===== src/design/p2sca_pkg.sv =====
// shared types and constants for the power-of-two size class allocator
// no dependencies; used by every module of the block
`timescale 1ns / 1ps

package p2sca_pkg;

  localparam int AddrBits      = 19;
  localparam int NumClassesDef = 20;
  localparam int SizeW         = AddrBits + 1;
  localparam int RszW          = AddrBits + 2;
  localparam int KW            = $clog2(AddrBits + 2);
  localparam int LinkAw        = AddrBits - 3;
  localparam int LinkDepth     = 1 << LinkAw;
  localparam int PaddrW        = 3;
  localparam int PdataW        = 32;

  localparam logic [AddrBits-1:0] HeapBaseRst  = AddrBits'(512);
  localparam logic [AddrBits:0]   HeapLimitRst = SizeW'(1) << AddrBits;

  typedef enum logic {
    REQ_ALLOC = 1'b0,
    REQ_FREE  = 1'b1
  } req_type_t;

  typedef enum logic {
    ST_OK  = 1'b0,
    ST_OOM = 1'b1
  } status_t;

  typedef enum logic {
    REG_HEAP_BASE  = 1'b0,
    REG_HEAP_LIMIT = 1'b1
  } reg_idx_t;

  typedef struct packed {
    req_type_t             req_type;
    logic [AddrBits:0]     req_size;
    logic [AddrBits-1:0]   block_addr;
  } req_t;

  typedef struct packed {
    logic [AddrBits-1:0]   grant_addr;
    logic [AddrBits+1:0]   rounded_size;
    status_t               status;
    logic [AddrBits:0]     bytes_in_use;
  } rsp_t;

  typedef struct packed {
    logic load;
    logic exec;
    logic pop;
  } dp_cmd_t;

  typedef struct packed {
    logic pop_hit;
  } dp_stat_t;

  typedef struct packed {
    logic              we;
    reg_idx_t          idx;
    logic [AddrBits:0] data;
  } cfg_wr_t;

  // log2 of the class block size: round up to 8 bytes, then to a power of two
  function automatic logic [KW-1:0] size_log(input logic [AddrBits:0] req_size);
    logic [AddrBits+1:0] sum;
    logic [AddrBits-2:0] units;
    logic [AddrBits-2:0] m;
    logic [KW-1:0]       k;
    sum   = {1'b0, req_size} + RszW'(7);
    units = sum[AddrBits+1:3];
    if (units == '0) begin
      units = (AddrBits-1)'(1);
    end
    m = units - (AddrBits-1)'(1);
    k = KW'(3);
    for (int i = 0; i < AddrBits - 1; i++) begin
      if (m[i]) begin
        k = KW'(i + 4);
      end
    end
    return k;
  endfunction

endpackage


===== src/design/p2sca_ctrl.sv =====
// controller state machine: request accept, execute, list pop, result register valid
// depends on p2sca_pkg
`timescale 1ns / 1ps

module p2sca_ctrl (
  input  logic               clk,
  input  logic               rst,
  input  logic               req_valid,
  output logic               req_ready,
  output logic               rsp_valid,
  input  logic               rsp_ready,
  input  p2sca_pkg::dp_stat_t stat,
  output p2sca_pkg::dp_cmd_t  cmd
);
  import p2sca_pkg::*;

  typedef enum logic [2:0] {
    S_IDLE = 3'b001,
    S_EXEC = 3'b010,
    S_POP  = 3'b100
  } state_t;

  state_t state, state_next;
  logic   rsp_valid_next;
  logic   out_free;

  assign out_free  = !rsp_valid || rsp_ready;
  assign req_ready = (state == S_IDLE) || (state == S_POP);

  always_comb begin
    cmd.load = req_valid && req_ready;
    cmd.exec = (state == S_EXEC) && out_free;
    cmd.pop  = (state == S_POP);
  end

  always_comb begin
    state_next = state;
    case (state)
      S_IDLE: begin
        if (cmd.load) state_next = S_EXEC;
      end
      S_EXEC: begin
        if (out_free) state_next = stat.pop_hit ? S_POP : S_IDLE;
      end
      S_POP: begin
        state_next = cmd.load ? S_EXEC : S_IDLE;
      end
      default: begin
        state_next = S_IDLE;
      end
    endcase
  end

  always_comb begin
    rsp_valid_next = rsp_valid;
    if (cmd.exec) begin
      rsp_valid_next = 1'b1;
    end else if (rsp_ready) begin
      rsp_valid_next = 1'b0;
    end
  end

  always_ff @(posedge clk) begin
    if (rst) begin
      state     <= S_IDLE;
      rsp_valid <= 1'b0;
    end else begin
      state     <= state_next;
      rsp_valid <= rsp_valid_next;
    end
  end

endmodule


===== config.mk =====
export PLATFORM = sky130hd
export DESIGN_NAME = p2sca_ctrl
export DESIGN_NICKNAME = d
export VERILOG_FILES = /design/src/design/p2sca_pkg.sv /design/src/design/p2sca_ctrl.sv
export SDC_FILE = /design/constraint.sdc
export NUM_CORES = 1
export LEC_CHECK = 0
export CAP_MARGIN = 20
export CORE_AREA = 5 5 42 44
export CTS_BUF_LIST = sky130_fd_sc_hd__clkbuf_4
export CTS_CLUSTER_DIAMETER = 200
export CTS_CLUSTER_SIZE = 28
export DETAILED_ROUTE_END_ITERATION = 10
export DIE_AREA = 0 0 47 49
export DONT_BUFFER_PORTS = 1
export GPL_ROUTABILITY_DRIVEN = 0
export SLEW_MARGIN = 40
export SYNTH_ARGS = -nofsm -noshare
export SYNTH_HDL_FRONTEND = slang
export SYNTH_SLANG_ARGS = --single-unit

===== constraint.sdc =====
create_clock -name clk -period 1.4 [get_ports clk]
set_clock_uncertainty 0.1 [all_clocks]
set_input_delay 0.07 -clock clk [delete_from_list [all_inputs] [get_ports clk]]
set_output_delay 0.07 -clock clk [all_outputs]
set_load 0.01 [all_outputs]

### Word-level counts from Yosys, hierarchy flattened

Cells that the tools add are included.

| operators by class | value |
|---|---|
| eq/ne operators | 5 |
| multiplexer cells | 7 |
| reductions and logical operators | 7 |

Operators with widths:

| cell | number |
|---|---|
| 3-bit two-way mux | 3 |
| 3-bit case mux with 3 select lines | 1 |
| 2-bit inequality test, second input constant | 2 |
| 3-bit by 1-bit == test with 1-bit output, second input constant | 1 |
| 3-bit by 2-bit == test with 1-bit output, second input constant | 1 |
| 3-bit == test, second input constant | 1 |
| 1-bit logical AND | 2 |
| 1-bit logical OR | 2 |
| 1-bit two-way mux | 2 |
| 2-bit two-way mux | 1 |
| 2-bit AND reduction | 1 |
| 2-bit nonzero test | 1 |
| 1-bit zero test | 1 |

| storage, ports and cells | value |
|---|---|
| register bits | 4 |
| input bits | 5 |
| output and inout bits | 5 |
| logic and storage cells | 21 |

### Logic depth before layout (Yosys ltp)

| logic depth | value |
|---|---|
| word-level depth | 5 |
| gate-level depth with buffers | 4 |
| mapped depth without buffers | 3 |

### Worst setup path after synthesis

No wires, ideal clock.

| path | value |
|---|---|
| kind | register to register |
| start | register rsp_valid |
| end | register state[0] |
| library setup time | 0.122 ns |
| arrival | 0.898 ns |
| required time | 1.178 ns |
| setup slack | 0.280 ns |
| stages on the path, launching flop included | 4 |
| path buffers | 0 |
| period minus slack after synthesis | 1.120 ns |
| cells stage by stage | dfxtp_1 -> nor2b_1 -> a22oi_1 -> o32a_1 |

| on the way | value |
|---|---|
| longest elaborated chain between the ends | 4 |

RTL lines:

| what | RTL line | RTL |
|---|---|---|
| from (decl) | p2sca_ctrl.sv:10 | `output logic rsp_valid,` |
| from (signal assigned) | p2sca_ctrl.sv:69 | `rsp_valid <= rsp_valid_next;` |
| 1-bit zero test | p2sca_ctrl.sv:27 | `assign out_free = !rsp_valid \|\| rsp_ready;` |
| 1-bit logical OR | p2sca_ctrl.sv:27 |  |
| 2-bit inequality test (no source line) | -- |  |
| 2-bit AND reduction (no source line) | -- |  |
| to (signal assigned) | p2sca_ctrl.sv:68 | `state <= state_next;` |
| to (decl) | p2sca_ctrl.sv:23 | `state_t state, state_next;` |

No other way between the ends.
A chain may end at the register's enable or synchronous reset.

==> run_summary.xml <==
<?xml version="1.0" encoding="UTF-8"?>
<metrics>
  <group name="route">
    <metric name="routed-wl-met2" unit="um">238</metric>
    <metric name="route.met3.wl" unit="um">56</metric>
    <metric name="highest-signal-layer" unit="">met3</metric>
    <metric name="route.detailed.vias_per_inst" unit="">4.35</metric>
    <metric name="antenna_left" unit="">0</metric>
    <metric name="detailed_router_iteration_count_before_antenna_repair" unit="">2</metric>
    <metric name="detail_route.wl_per_cell" unit="um">10.3</metric>
    <metric name="via_count" unit="">209</metric>
    <metric name="wirelength" unit="um">493</metric>
    <metric name="drt-met1-wl" unit="um">198</metric>
    <metric name="detailedRoute.firstIterationViolations" unit="">3</metric>
    <metric name="post-route-drc-count" unit="">0</metric>
  </group>
  <group name="die">
    <metric name="dieArea" unit="mm2">0.00230</metric>
    <metric name="dieWidth" unit="um">47</metric>
    <metric name="io-pin-count" unit="">10</metric>
    <metric name="die_y" unit="um">49</metric>
    <metric name="floorplan.initialDensity" unit="%">16.8</metric>
    <metric name="core.rowCount" unit="">14</metric>
    <metric name="floorplan.core_area" unit="mm2">0.00140</metric>
  </group>
  <group name="flow_run">
    <metric name="max_cap_violations" unit="">0</metric>
  </group>
  <group name="placed_design">
    <metric name="post-place-cells" unit="">42</metric>
    <metric name="port_buffers" unit="">0</metric>
    <metric name="place.detailed.hpwl" unit="um">404</metric>
  </group>
  <group name="global_routing">
    <metric name="global_route_wire_length_before_repair" unit="um">876</metric>
    <metric name="grt_pass1_vias" unit="">220</metric>
    <metric name="grt_usage" unit="%">5.42</metric>
    <metric name="globalRouteOverflowTotal" unit="">0</metric>
    <metric name="grt_start_max_net_pins" unit="">10</metric>
    <metric name="antenna_violations_before_repair" unit="">0</metric>
  </group>
  <group name="sta">
    <metric name="setup_total_negative_slack" unit="ps">0</metric>
    <metric name="worst_pin_slew" unit="ps">405</metric>
    <metric name="holdWs" unit="ps">96.4</metric>
    <metric name="layout_worst_path_cycle_share" unit="%">92.0</metric>
    <metric name="achievable-frequency" unit="GHz">0.777</metric>
    <metric name="finalHoldViolCount" unit="">0</metric>
    <metric name="rsz0062_at_grt" unit="">no</metric>
    <metric name="timing.final.max_slew_violations" unit="">0</metric>
    <metric name="final_setup_violation_count" unit="">0</metric>
    <metric name="layout_min_cycle_time" unit="ps">1290</metric>
    <metric name="slew_headroom" unit="%">73.0</metric>
  </group>
  <group name="clock_network">
    <metric name="cts-root-buf" unit="">clkbuf_4</metric>
    <metric name="max-clock-path-buffers" unit="">2</metric>
    <metric name="tritoncts.num_buffers" unit="">3</metric>
    <metric name="clkSlewWorstSetupHoldPaths" unit="ps">40</metric>
    <metric name="tritoncts" unit="">done</metric>
    <metric name="cts_num_sinks" unit="">4</metric>
    <metric name="worstSkewPairLatency" unit="ps">230</metric>
    <metric name="cts_htree_levels" unit="">1</metric>
    <metric name="post_cts_repair_timing_setup_buffer_count" unit="">0</metric>
  </group>
  <group name="layout">
    <metric name="layout.nets" unit="">39</metric>
    <metric name="synthToLayoutAreaGrowth" unit="%">28.7</metric>
    <metric name="layout-drive-gt1-share" unit="%">21.9</metric>
    <metric name="insertedDiodeCount" unit="">0</metric>
    <metric name="final_util" unit="%">21.6</metric>
    <metric name="instances_no_fill" unit="">48</metric>
  </group>
  <group name="hold_path">
    <metric name="min_delay_path_depth" unit="">3</metric>
    <metric name="holdCritPathClass" unit="">in2reg</metric>
  </group>
  <group name="power">
    <metric name="leakagePower" unit="uW">0.000102</metric>
    <metric name="power_switching_share" unit="%">22.8</metric>
    <metric name="cell_internal_pwr" unit="uW">240</metric>
    <metric name="power.combinational.fraction" unit="%">14.0</metric>
    <metric name="power-per-cell-area" unit="mW/mm2">1030</metric>
    <metric name="p_sw" unit="uW">70.8</metric>
    <metric name="max-vdd-ir-drop" unit="mV">0.301</metric>
    <metric name="clockPowerShare" unit="%">45.2</metric>
    <metric name="sequentialPowerShare" unit="%">40.8</metric>
  </group>
  <group name="worst_setup_path">
    <metric name="path_max_fanout" unit="">9</metric>
    <metric name="setup.worst_path.end_class" unit="">primary output</metric>
    <metric name="start_kind" unit="">flop</metric>
    <metric name="worst-setup-path-type" unit="">reg2out</metric>
    <metric name="depth_of_the_worst_register_to_register_path" unit="">3</metric>
    <metric name="critPathArrivalTime" unit="ps">1120</metric>
    <metric name="critPathRequiredTime" unit="ps">1230</metric>
    <metric name="r2r_slack" unit="ps">210</metric>
  </group>
  <group name="logic_synthesis">
    <metric name="yosysUniqueCellTypes" unit="">19</metric>
    <metric name="syn_area_per_cell" unit="um2">8.71</metric>
    <metric name="syn_inst" unit="">27</metric>
    <metric name="ys_warn_count" unit="">0</metric>
    <metric name="synthesis.area" unit="um2">235</metric>
    <metric name="synth_seq_area_share" unit="%">34.0</metric>
    <metric name="syn-num-nets" unit="">32</metric>
    <metric name="yosys_register_bits" unit="">4</metric>
  </group>
  <group name="run_status">
    <metric name="run_status" unit="">finished clean</metric>
  </group>
</metrics>
## flip-flops by register name, indices dropped and copies added, names as in the netlist
signal,count
rsp_valid,1
state,3
## per-layer routing
metal  GRT usage (%)  vias to the layer above
met2            6.79                        6
met3            2.95                        0
met1            6.58                       98
met4            4.15                        0
li1                -                      105
met5               0                        -
## worst max-delay path: stages, from the launching register on
cell and delay, ps:
dfxtp_1 480, xnor2_1 100, nor2_1 120, and2_1 190
## cell usage in the layout, fill, tap and decap left out
cell type / n
nand2_1: 1
nand3b_1: 1
nand2b_1: 2
a22oi_1: 3
nor2b_2: 1
o22ai_1: 1
o32a_1: 1
xnor2_1: 1
nor2_1: 2
and2_1: 1
buf_4: 1
dfxtp_1: 4
a21oi_1: 1
clkbuf_4: 3
and2b_2: 1
nor2b_1: 2
nor4b_1: 1
nor3b_1: 1
or2_2: 1
dlygate4sd3_1: 3
## worst paths after layout
kind | start | end
max | state[0] | cmd[2]
min | rsp_ready | state[1]
max reg2reg | rsp_valid | state[0]
min reg2reg | rsp_valid | rsp_valid
## power by group through the flow
| stage | sequential [uW] | clock [uW] | combinational (uW) |
|---|---|---|---|
| 5_1_grt | 128 | 156 | 47.5 |
| 4_1_cts | 127 | 149 | 44.1 |
| 2_1_floorplan | 124 | 0 | 33.0 |
| 3_5_place_dp | 129 | 0 | 35.5 |
| 6_report | 127 | 140 | 43.4 |
| 3_3_place_gp | 128 | 0 | 35.2 |
## final cells by class
type	instances	area [um2]
clock buffer	3	22.5
fill	175	1100
sequential	4	80.1
multi-input combinational	21	143
tap	16	20.0
timing repair buffer	4	37.5
## cells by family after synthesis
kind of cell	after synthesis	synth area share (%)
AO/OA/AOI/OAI	6	18.6
XOR/XNOR	1	3.72
buffers and inverters	2	5.32
flip-flops	4	34.0
AND/OR/NAND/NOR	14	38.3
## per-stage QoR
step | power [uW] | instance area, um2 | setup slack (ps)
floorplan | 157 | 235 | 280
global placement | 164 | 250 | 198
detailed placement | 164 | 250 | 200
CTS | 320 | 303 | 94.7
global route | 332 | 303 | 29.5
finish | 311 | 303 | 112
## synthesized netlist by cell type
| cell | count | share of area [%] |
|---|---|---|
| nand2_1 | 1 | 1.6 |
| buf_4 | 1 | 3.2 |
| nor4b_1 | 1 | 3.7 |
| a21oi_1 | 1 | 2.1 |
| nand2b_1 | 2 | 5.3 |
| nor2b_2 | 1 | 3.7 |
| o22ai_1 | 1 | 2.7 |
| and2_1 | 1 | 2.7 |
| nor3b_1 | 1 | 3.2 |
| nand3b_1 | 1 | 3.2 |
| or2_2 | 1 | 2.7 |
| dfxtp_1 | 4 | 34 |
| and2b_2 | 1 | 3.7 |
| o32a_1 | 1 | 4.3 |
| xnor2_1 | 1 | 3.7 |
| nor2_1 | 2 | 3.2 |
| a22oi_1 | 3 | 9.6 |
| buf_2 | 1 | 2.1 |
| nor2b_1 | 2 | 5.3 |
## what timing repair did
action,CTS,global route
gates resized for setup,0,0
hold buffers,3,0
endpoints found under the hold margin,4,0
Power figures use the tool's default switching activity.
